==> src/hdl/zfrc_pkg.sv <==
// ----------------------------------------------------------------------------
// zfrc_pkg
// Shared types and codes for the ZMODEM file receive control block.
// ----------------------------------------------------------------------------
package zfrc_pkg;

  localparam int IN_TDATA_W  = 56;
  localparam int OUT_TDATA_W = 48;

  localparam logic [3:0] ERR_LIMIT_DEFAULT = 4'd10;

  // Kind of event on the input stream (carried in tuser)
  typedef enum logic [1:0] {
    MODE_FILE_START = 2'd0,
    MODE_HEADER     = 2'd1,
    MODE_DATA_END   = 2'd2,
    MODE_UNUSED     = 2'd3
  } mode_t;

  typedef enum logic [2:0] {
    HT_ZFILE   = 3'd0,
    HT_ZNAK    = 3'd1,
    HT_TIMEOUT = 3'd2,
    HT_ZEOF    = 3'd3,
    HT_ZDATA   = 3'd4,
    HT_GARBAGE = 3'd5,
    HT_OTHER   = 3'd6,
    HT_SPARE   = 3'd7
  } hdr_type_t;

  typedef enum logic [2:0] {
    EK_CRCW    = 3'd0,
    EK_CRCQ    = 3'd1,
    EK_CRCG    = 3'd2,
    EK_CRCE    = 3'd3,
    EK_CRC_ERR = 3'd4,
    EK_TIMEOUT = 3'd5,
    EK_CANCEL  = 3'd6,
    EK_SPARE   = 3'd7
  } end_kind_t;

  // Header to send back
  localparam logic [1:0] HDR_NONE = 2'd0;
  localparam logic [1:0] ZRPOS    = 2'd1;
  localparam logic [1:0] ZACK     = 2'd2;

  typedef enum logic [2:0] {
    ST_RUN   = 3'd0,
    ST_DONE  = 3'd1,
    ST_FAIL  = 3'd2,
    ST_SKIP  = 3'd3,
    ST_CLOSE = 3'd4,
    ST_IDLE  = 3'd5
  } status_t;

  typedef enum logic [1:0] {
    PH_IDLE    = 2'd0,
    PH_HEADER  = 2'd1,
    PH_DATA    = 2'd2,
    PH_DISCARD = 2'd3
  } phase_t;

  typedef struct packed {
    logic [1:0]  mode;
    logic        header_ok;
    logic [2:0]  header_type;
    logic [31:0] header_position;
    logic [2:0]  end_kind;
    logic [10:0] byte_count;
    logic        write_failed;
    logic        close_failed;
    logic        abort_request;
  } event_t;

  typedef struct packed {
    logic [1:0]  send_header;
    logic [31:0] sent_position;
    logic        send_attention;
    logic        send_xon;
    logic        commit_block;
    logic        flush_block;
    logic [2:0]  status;
  } action_t;

endpackage

==> src/hdl/zfrc_step.sv <==
// ----------------------------------------------------------------------------
// zfrc_step
// Decision logic for one event: next transfer state and the action word.
// ----------------------------------------------------------------------------
module zfrc_step #(
  parameter int MAX_BLOCK     = 1024,
  parameter int POSITION_BITS = 32
) (
  input  zfrc_pkg::event_t           ev,
  input  logic [3:0]                 max_errors,
  input  logic [POSITION_BITS-1:0]   received_bytes,
  input  logic [3:0]                 error_budget,
  input  zfrc_pkg::phase_t           phase,
  output logic [POSITION_BITS-1:0]   received_bytes_next,
  output logic [3:0]                 error_budget_next,
  output zfrc_pkg::phase_t           phase_next,
  output zfrc_pkg::action_t          act
);

  localparam int LIM_W = $clog2(MAX_BLOCK + 1);
  localparam int CMP_W = (LIM_W > 11) ? LIM_W : 11;

  logic [CMP_W-1:0]         count_ext;
  logic [CMP_W-1:0]         count;
  logic                     pos_match;
  logic                     budget_out;
  logic [3:0]               budget_dec;
  logic                     rpos;
  logic                     fail;
  logic [1:0]               hdr;
  logic                     attn;
  logic                     xon;
  logic                     commit;
  logic                     flush;
  zfrc_pkg::status_t        status;

  assign count_ext  = CMP_W'(ev.byte_count);
  assign count      = (count_ext > CMP_W'(MAX_BLOCK)) ? CMP_W'(MAX_BLOCK) : count_ext;
  assign pos_match  = (ev.header_position[POSITION_BITS-1:0] == received_bytes);
  // An error with no budget left fails the transfer
  assign budget_out = (error_budget == 4'd0);
  assign budget_dec = error_budget - 4'd1;

  always_comb begin
    received_bytes_next = received_bytes;
    error_budget_next   = error_budget;
    phase_next          = phase;
    status              = zfrc_pkg::ST_RUN;
    rpos                = 1'b0;
    fail                = 1'b0;
    hdr                 = zfrc_pkg::HDR_NONE;
    attn                = 1'b0;
    xon                 = 1'b0;
    commit              = 1'b0;
    flush               = 1'b0;

    if (ev.mode == zfrc_pkg::MODE_FILE_START) begin
      if (!ev.header_ok) begin
        status     = zfrc_pkg::ST_SKIP;
        phase_next = zfrc_pkg::PH_IDLE;
      end else begin
        received_bytes_next = '0;
        error_budget_next   = max_errors;
        phase_next          = zfrc_pkg::PH_HEADER;
        if (ev.abort_request) fail = 1'b1;
        else                  rpos = 1'b1;
      end
    end else if (phase == zfrc_pkg::PH_IDLE) begin
      status = zfrc_pkg::ST_IDLE;
    end else if (ev.abort_request) begin
      fail = 1'b1;
    end else if (ev.mode == zfrc_pkg::MODE_HEADER && phase == zfrc_pkg::PH_HEADER) begin
      unique case (ev.header_type)
        zfrc_pkg::HT_ZFILE: begin
          phase_next = zfrc_pkg::PH_DISCARD;
        end
        zfrc_pkg::HT_ZNAK, zfrc_pkg::HT_TIMEOUT: begin
          if (budget_out) begin
            fail = 1'b1;
          end else begin
            error_budget_next = budget_dec;
            phase_next        = zfrc_pkg::PH_DISCARD;
          end
        end
        zfrc_pkg::HT_ZEOF: begin
          // ZEOF at a position other than ours is ignored
          if (pos_match) begin
            status     = ev.close_failed ? zfrc_pkg::ST_CLOSE : zfrc_pkg::ST_DONE;
            phase_next = zfrc_pkg::PH_IDLE;
          end
        end
        zfrc_pkg::HT_ZDATA: begin
          if (pos_match) begin
            phase_next = zfrc_pkg::PH_DATA;
          end else if (budget_out) begin
            fail = 1'b1;
          end else begin
            error_budget_next = budget_dec;
            attn              = 1'b1;
            rpos              = 1'b1;
          end
        end
        zfrc_pkg::HT_GARBAGE: begin
          if (budget_out) begin
            fail = 1'b1;
          end else begin
            error_budget_next = budget_dec;
            attn              = 1'b1;
            rpos              = 1'b1;
          end
        end
        default: begin
          fail = 1'b1;
        end
      endcase
    end else if (ev.mode == zfrc_pkg::MODE_DATA_END && phase == zfrc_pkg::PH_DISCARD) begin
      rpos       = 1'b1;
      phase_next = zfrc_pkg::PH_HEADER;
    end else if (ev.mode == zfrc_pkg::MODE_DATA_END && phase == zfrc_pkg::PH_DATA) begin
      unique case (ev.end_kind)
        zfrc_pkg::EK_CRCW, zfrc_pkg::EK_CRCQ, zfrc_pkg::EK_CRCG, zfrc_pkg::EK_CRCE: begin
          error_budget_next = max_errors;
          if (ev.write_failed) begin
            fail = 1'b1;
          end else begin
            commit              = 1'b1;
            received_bytes_next = received_bytes + POSITION_BITS'(count);
            if (ev.end_kind == zfrc_pkg::EK_CRCW || ev.end_kind == zfrc_pkg::EK_CRCQ) begin
              flush = 1'b1;
              hdr   = zfrc_pkg::ZACK;
            end
            if (ev.end_kind == zfrc_pkg::EK_CRCW) xon = 1'b1;
            if (ev.end_kind == zfrc_pkg::EK_CRCW || ev.end_kind == zfrc_pkg::EK_CRCE) begin
              phase_next = zfrc_pkg::PH_HEADER;
            end
          end
        end
        zfrc_pkg::EK_CRC_ERR, zfrc_pkg::EK_TIMEOUT: begin
          if (budget_out) begin
            fail = 1'b1;
          end else begin
            error_budget_next = budget_dec;
            attn              = (ev.end_kind == zfrc_pkg::EK_CRC_ERR);
            rpos              = 1'b1;
            phase_next        = zfrc_pkg::PH_HEADER;
          end
        end
        default: begin
          fail = 1'b1;
        end
      endcase
    end

    if (fail) begin
      status     = zfrc_pkg::ST_FAIL;
      phase_next = zfrc_pkg::PH_IDLE;
      hdr        = zfrc_pkg::HDR_NONE;
      attn       = 1'b0;
      xon        = 1'b0;
      commit     = 1'b0;
      flush      = 1'b0;
    end else if (rpos) begin
      hdr = zfrc_pkg::ZRPOS;
    end
  end

  always_comb begin
    act.send_header    = hdr;
    act.sent_position  = (hdr != zfrc_pkg::HDR_NONE) ? 32'(received_bytes_next) : 32'd0;
    act.send_attention = attn;
    act.send_xon       = xon;
    act.commit_block   = commit;
    act.flush_block    = flush;
    act.status         = status;
  end

endmodule

==> src/hdl/zmodem_file_receive_control_core.sv <==
// ----------------------------------------------------------------------------
// zmodem_file_receive_control_core
// Receiver-side control of one ZMODEM file transfer, one action per event.
// ----------------------------------------------------------------------------
// Each event on the input stream yields exactly one action word on the output
// stream, in order. An event is captured in an input register, decided by a
// short block of logic against the transfer state (byte position, error
// budget, phase), and the action lands in an output register. Throughput is
// one event per clock when the output is not held off; an event waits in the
// input register until the output register is free or drained. Both
// registers advance together, so the state written by one event is seen by
// the very next one. max_errors may be rewritten between transfers; a
// file-start event loads it into the error budget.
// ----------------------------------------------------------------------------
module zmodem_file_receive_control_core #(
  parameter int MAX_BLOCK     = 1024,
  parameter int POSITION_BITS = 32
) (
  input  logic                                 clk,
  input  logic                                 rst,
  // Input events
  input  logic                                 s_tvalid,
  output logic                                 s_tready,
  // [0] header_ok, [3:1] header_type, [35:4] header_position, [38:36] end_kind,
  // [49:39] byte_count, [50] write_failed, [51] close_failed, [52] abort_request
  input  logic [zfrc_pkg::IN_TDATA_W-1:0]      s_tdata,
  // [1:0] mode
  input  logic [1:0]                           s_tuser,
  // Output actions
  output logic                                 m_tvalid,
  input  logic                                 m_tready,
  // [1:0] send_header, [33:2] sent_position, [34] send_attention, [35] send_xon,
  // [36] commit_block, [37] flush_block, [40:38] status
  output logic [zfrc_pkg::OUT_TDATA_W-1:0]     m_tdata,
  // Configuration: max_errors
  input  logic                                 cfg_valid,
  output logic                                 cfg_ready,
  input  logic [3:0]                           cfg_data
);

  logic                       in_valid;
  zfrc_pkg::event_t           in_ev;
  logic                       advance;

  logic [POSITION_BITS-1:0]   received_bytes;
  logic [POSITION_BITS-1:0]   received_bytes_next;
  logic [3:0]                 error_budget;
  logic [3:0]                 error_budget_next;
  zfrc_pkg::phase_t           phase;
  zfrc_pkg::phase_t           phase_next;
  logic [3:0]                 max_errors;

  zfrc_pkg::action_t          act;
  zfrc_pkg::action_t          out_act;

  // The event register moves on whenever the output register is free or
  // being drained this cycle.
  assign advance   = in_valid && (!m_tvalid || m_tready);
  assign s_tready  = !in_valid || advance;
  assign cfg_ready = 1'b1;

  always_ff @(posedge clk) begin
    if (rst) begin
      in_valid <= 1'b0;
    end else if (s_tready) begin
      in_valid <= s_tvalid;
    end
  end

  always_ff @(posedge clk) begin
    if (s_tready && s_tvalid) begin
      in_ev.mode            <= s_tuser;
      in_ev.header_ok       <= s_tdata[0];
      in_ev.header_type     <= s_tdata[3:1];
      in_ev.header_position <= s_tdata[35:4];
      in_ev.end_kind        <= s_tdata[38:36];
      in_ev.byte_count      <= s_tdata[49:39];
      in_ev.write_failed    <= s_tdata[50];
      in_ev.close_failed    <= s_tdata[51];
      in_ev.abort_request   <= s_tdata[52];
    end
  end

  zfrc_step #(
    .MAX_BLOCK     (MAX_BLOCK),
    .POSITION_BITS (POSITION_BITS)
  ) u_step (
    .ev                  (in_ev),
    .max_errors          (max_errors),
    .received_bytes      (received_bytes),
    .error_budget        (error_budget),
    .phase               (phase),
    .received_bytes_next (received_bytes_next),
    .error_budget_next   (error_budget_next),
    .phase_next          (phase_next),
    .act                 (act)
  );

  // Transfer state only changes when an event is actually retired
  always_ff @(posedge clk) begin
    if (rst) begin
      received_bytes <= '0;
      error_budget   <= 4'd0;
      phase          <= zfrc_pkg::PH_IDLE;
    end else if (advance) begin
      received_bytes <= received_bytes_next;
      error_budget   <= error_budget_next;
      phase          <= phase_next;
    end
  end

  always_ff @(posedge clk) begin
    if (rst) begin
      max_errors <= zfrc_pkg::ERR_LIMIT_DEFAULT;
    end else if (cfg_valid && cfg_ready) begin
      max_errors <= cfg_data;
    end
  end

  always_ff @(posedge clk) begin
    if (rst) begin
      m_tvalid <= 1'b0;
    end else if (advance) begin
      m_tvalid <= 1'b1;
    end else if (m_tready) begin
      m_tvalid <= 1'b0;
    end
  end

  always_ff @(posedge clk) begin
    if (advance) begin
      out_act <= act;
    end
  end

  assign m_tdata = {7'd0,
                    out_act.status,
                    out_act.flush_block,
                    out_act.commit_block,
                    out_act.send_xon,
                    out_act.send_attention,
                    out_act.sent_position,
                    out_act.send_header};

endmodule

==> config.mk <==
export PLATFORM = sky130hd
export DESIGN_NAME = zmodem_file_receive_control_core
export DESIGN_NICKNAME = d
export VERILOG_FILES = /design/src/hdl/zfrc_pkg.sv /design/src/hdl/zfrc_step.sv /design/src/hdl/zmodem_file_receive_control_core.sv
export SDC_FILE = /design/constraint.sdc
export NUM_CORES = 1
export LEC_CHECK = 0
export ABC_CLOCK_PERIOD_IN_PS = 4500
export BUFFER_PORTS_ARGS = -buffer_cell sky130_fd_sc_hd__buf_2
export CAP_MARGIN = 0
export CORE_ASPECT_RATIO = 1.75
export CORE_MARGIN = 1
export CORE_UTILIZATION = 50
export CTS_CLUSTER_SIZE = 12
export DETAILED_ROUTE_END_ITERATION = 10
export GPL_TIMING_DRIVEN = 0
export PLACE_DENSITY = 0.72
export SYNTH_ARGS = -nofsm -noshare
export SYNTH_HDL_FRONTEND = slang
export SYNTH_SLANG_ARGS = --single-unit
export TNS_END_PERCENT = 50
==> constraint.sdc <==
create_clock -name clk -period 4.5 [get_ports clk]
set_input_delay 0.45 -clock clk [delete_from_list [all_inputs] [get_ports clk]]
set_output_delay 0.45 -clock clk [all_outputs]
set_load 0.01 [all_outputs]
==> impl_metrics.env <==
export IMPL_status="finished clean"
export IMPL_core_area_mm2=0.0138
export IMPL_seq_power_share=0.475
export IMPL_final_cells=1002
export IMPL_place_area_mm2=0.00788
export IMPL_worst_pin_slew_ns=0.974
export IMPL_cts_sinks=140
export IMPL_ctsResizeCount=0
export IMPL_finalHoldViolCount=0
export IMPL_place_ws_ns=0.834
export IMPL_hold_path_depth=1
export IMPL_reg2reg_setup_slack_ns=0.74
export IMPL_use_met3=0.0535
export IMPL_grt_overflow=0
export IMPL_cts_path_max_buffers=2
export IMPL_num_rows=57
export IMPL_grtUsageMet2=0.497
export IMPL_nets=892
export IMPL_cts_reportedPaths_clkPinSlew_ns=0.06
export IMPL_critPathLaunchType="register"
export IMPL_busiest_layer="met2"
export IMPL_gr_usage_met1=0.292
export IMPL_fmax_ghz=0.266
export IMPL_cp_required_ns=4.62
export IMPL_grt_first_pass_wirelength_mm=30.8
export IMPL_async_flop_share=0
export IMPL_synth_ff_type="edfxtp_1"
export IMPL_synth_largest_area_cell="edfxtp_1"
export IMPL_finClkSkew_ns=0.00780
export IMPL_n_antenna_cell=0
export IMPL_drtPass1Iterations=5
export IMPL_clk_latency_ns=0.42
export IMPL_initial_core_util=0.511
export IMPL_netlist_area_leader_share=0.408
export IMPL_antenna_found_initial=0
export IMPL_finalWorstSetupSlack_ns=0.737
export IMPL_root_buffer="clkbuf_16"
export IMPL_port_buffers=104
export IMPL_finalSetupViolCount=0
export IMPL_seq_area_frac_synth=0.532
export IMPL_place_congestion=0.932
export IMPL_hpwl_mm=15.1
export IMPL_maxCapViolCount=0
export IMPL_via_count=5964
export IMPL_ant_nets=0
export IMPL_power_switching_uw=726
export IMPL_dieHeight_um=159
export IMPL_rsz0062_at_grt="no"
export IMPL_worstReg2RegStart="received_bytes[23]"
export IMPL_fin_setup_tns_ns=0
export IMPL_avgViaCountPerCell=5.95
export IMPL_cts_buffers_inserted=17
export IMPL_synth_edf_count=96
export IMPL_syn_instance_count=681
export IMPL_die_w_um=91.9
export IMPL_relSlewSlack=0.350
export IMPL_placedCellCount=970
export IMPL_drt_iter0_drc=472
export IMPL_track_usage=0.281
export IMPL_syn_to_final_growth_pct=19.7
export IMPL_p_leak_uw=0.00321
export IMPL_grt_max_degree=44
export IMPL_grt_pass1_vias=5869
export IMPL_timing_final_crit_share=0.836
export IMPL_dieArea_mm2=0.0146
export IMPL_finalPower_uw=3060
export IMPL_finalMaxSlewViolations=0
export IMPL_hold_path_class="in2reg"
export IMPL_pwr_share_comb=0.068
export IMPL_p_clk_frac=0.457
export IMPL_layout_drive_gt1_share=0.211
export IMPL_ir_worst_vdd_v=0.000286
export IMPL_cts_tree="done"
export IMPL_r2r_cells=9
export IMPL_drc=0
export IMPL_min_to="in_ev[35]"
export IMPL_cts_setup_buffers=0
export IMPL_h_tree_depth=4
export IMPL_p_sw_frac=0.237
export IMPL_p_int_uw=2330
export IMPL_cp_max_fo=10
export IMPL_avgSynthCellArea_um2=10.4
export IMPL_synth_area_leaders="edfxtp_1 41%, dfxtp_1 12%, xor2_1 4.1%, a21oi_1 3.7%, nor2_1 3.3%"
export IMPL_cp_end_kind="register"
export IMPL_cts_hold_buf=0
export IMPL_synth_area_mm2=0.00707
export IMPL_synth_seq_cells=140
export IMPL_synth_warnings=0
export IMPL_synth_cell_type_count=72
export IMPL_path_class="reg2reg"
export IMPL_wire_per_inst_um=20.0
export IMPL_wirelength_mm=20.0
export IMPL_fin_crit_ns=3.76
export IMPL_reg2reg_to="m_tdata[12]"
export IMPL_startpoint="received_bytes[23]"
export IMPL_fin_area_mm2=0.00846
export IMPL_worstHoldStart="s_tdata[22]"
export IMPL_io_pins=118
export IMPL_arrival_ns=3.89
export IMPL_power_density_mw_per_mm2=362
[cells in the mapped netlist, drive strengths merged, types with 6 or more instances]
cell type	instances
o211ai	16
nor2	64
a211oi	10
or3	17
o21a	6
nand3	22
a311oi	6
clkbuf	24
nor4	13
a21oi	53
buf	20
and3	7
ha	12
mux2i	6
edfxtp	96
o21ai	19
nand2	54
nand4	9
xor2	33
a21o	7
nor2b	11
nor3	15
xnor2	6
inv	16
a31oi	18
dfxtp	44
[per-layer routing]
layer	up-vias	wire length, um
met1	2832	7110
met2	264	10600
met4	0	1270
met3	73	1010
met5	-	0
li1	2795	-
[state kept, by name, indices dropped and copies added, names as in the netlist]
signal,flops
phase,2
received_bytes,32
in_ev,55
error_budget,4
m_tvalid,1
in_valid,1
m_tdata,41
max_errors,4
[cell type report]
cell class	count	area, um2
Tap cell	177	221
Fill cell	1226	5380
Sequential cell	140	3760
Timing Repair Buffer	106	561
Clock inverter	14	156
Clock buffer	18	429
Multi-Input combinational cell	486	3050
Buffer	44	213
Inverter	17	65.1
[power by group through the flow]
stage / clock network [uW] / registers, uW / logic [uW]
floorplan: 0 / 1480 / 113
global placement: 0 / 1480 / 197
detailed placement: 0 / 1480 / 207
CTS: 1410 / 1450 / 208
global route: 1470 / 1460 / 227
finish: 1400 / 1450 / 208
[kinds of logic (layout without fill, tap and decap cells)]
logic type               count (synthesis)  count (layout)  synth area share
AO/OA/AOI/OAI                          172             172             0.161
multiplexers                            11              11            0.0165
adder cells (fa/ha/maj)                 14              14            0.0255
AND/OR/NAND/NOR                        242             242             0.176
buffers and inverters                   61             199            0.0391
other                                    2               8           0.00106
flip-flops                             140             140             0.532
XOR/XNOR                                39              39            0.0483
[worst max-delay path, stage by stage (launching register included)]
cell and delay, ns:
dfxtp_1 0.31, clkbuf_1 0.36, xor2_1 0.13, nor4_1 0.56
nand4_1 0.37, o31ai_1 0.44, o32ai_1 0.20, nor2_1 0.40
clkbuf_1 0.52, a21oi_1 0.17
[stage by stage]
step,utilization,hold WS (ns)
finish,0.612,0.204
CTS,0.612,0.191
detailed placement,0.569,0.486
global placement,0.566,0.464
global route,0.612,0.189
floorplan,-,0.442
[worst max-delay path by stage]
stage / endpoint / slack, ns / depth (start not counted)
2_1_floorplan: m_tdata[0] / 1.61 / 6
3_3_place_gp: received_bytes[9] / 0.41 / 9
3_5_place_dp: m_tdata[12] / 0.83 / 9
4_1_cts: m_tdata[12] / 0.79 / 9
5_1_grt: m_tdata[12] / 0.47 / 9
6_report: m_tdata[12] / 0.74 / 9
[cell usage in the layout (no fill, tap or decap), drive strengths merged, types with 6 or more instances in the layout]
master,netlist,final
a31oi,18,18
nand3,22,22
ha,12,12
a21o,7,7
nor2,64,64
nor3,15,15
o21a,6,6
and3,7,7
o211ai,16,16
edfxtp,96,96
inv,16,22
or3,17,17
xor2,33,33
a21oi,53,53
nand2,54,54
dfxtp,44,44
a211oi,10,10
nor4,13,13
xnor2,6,6
a311oi,6,6
clkbuf,24,42
conb,2,8
mux2i,6,6
nor2b,11,11
buf,20,126
o21ai,19,19
nand4,9,9
Note: power is estimated with default switching activity, not from simulation.
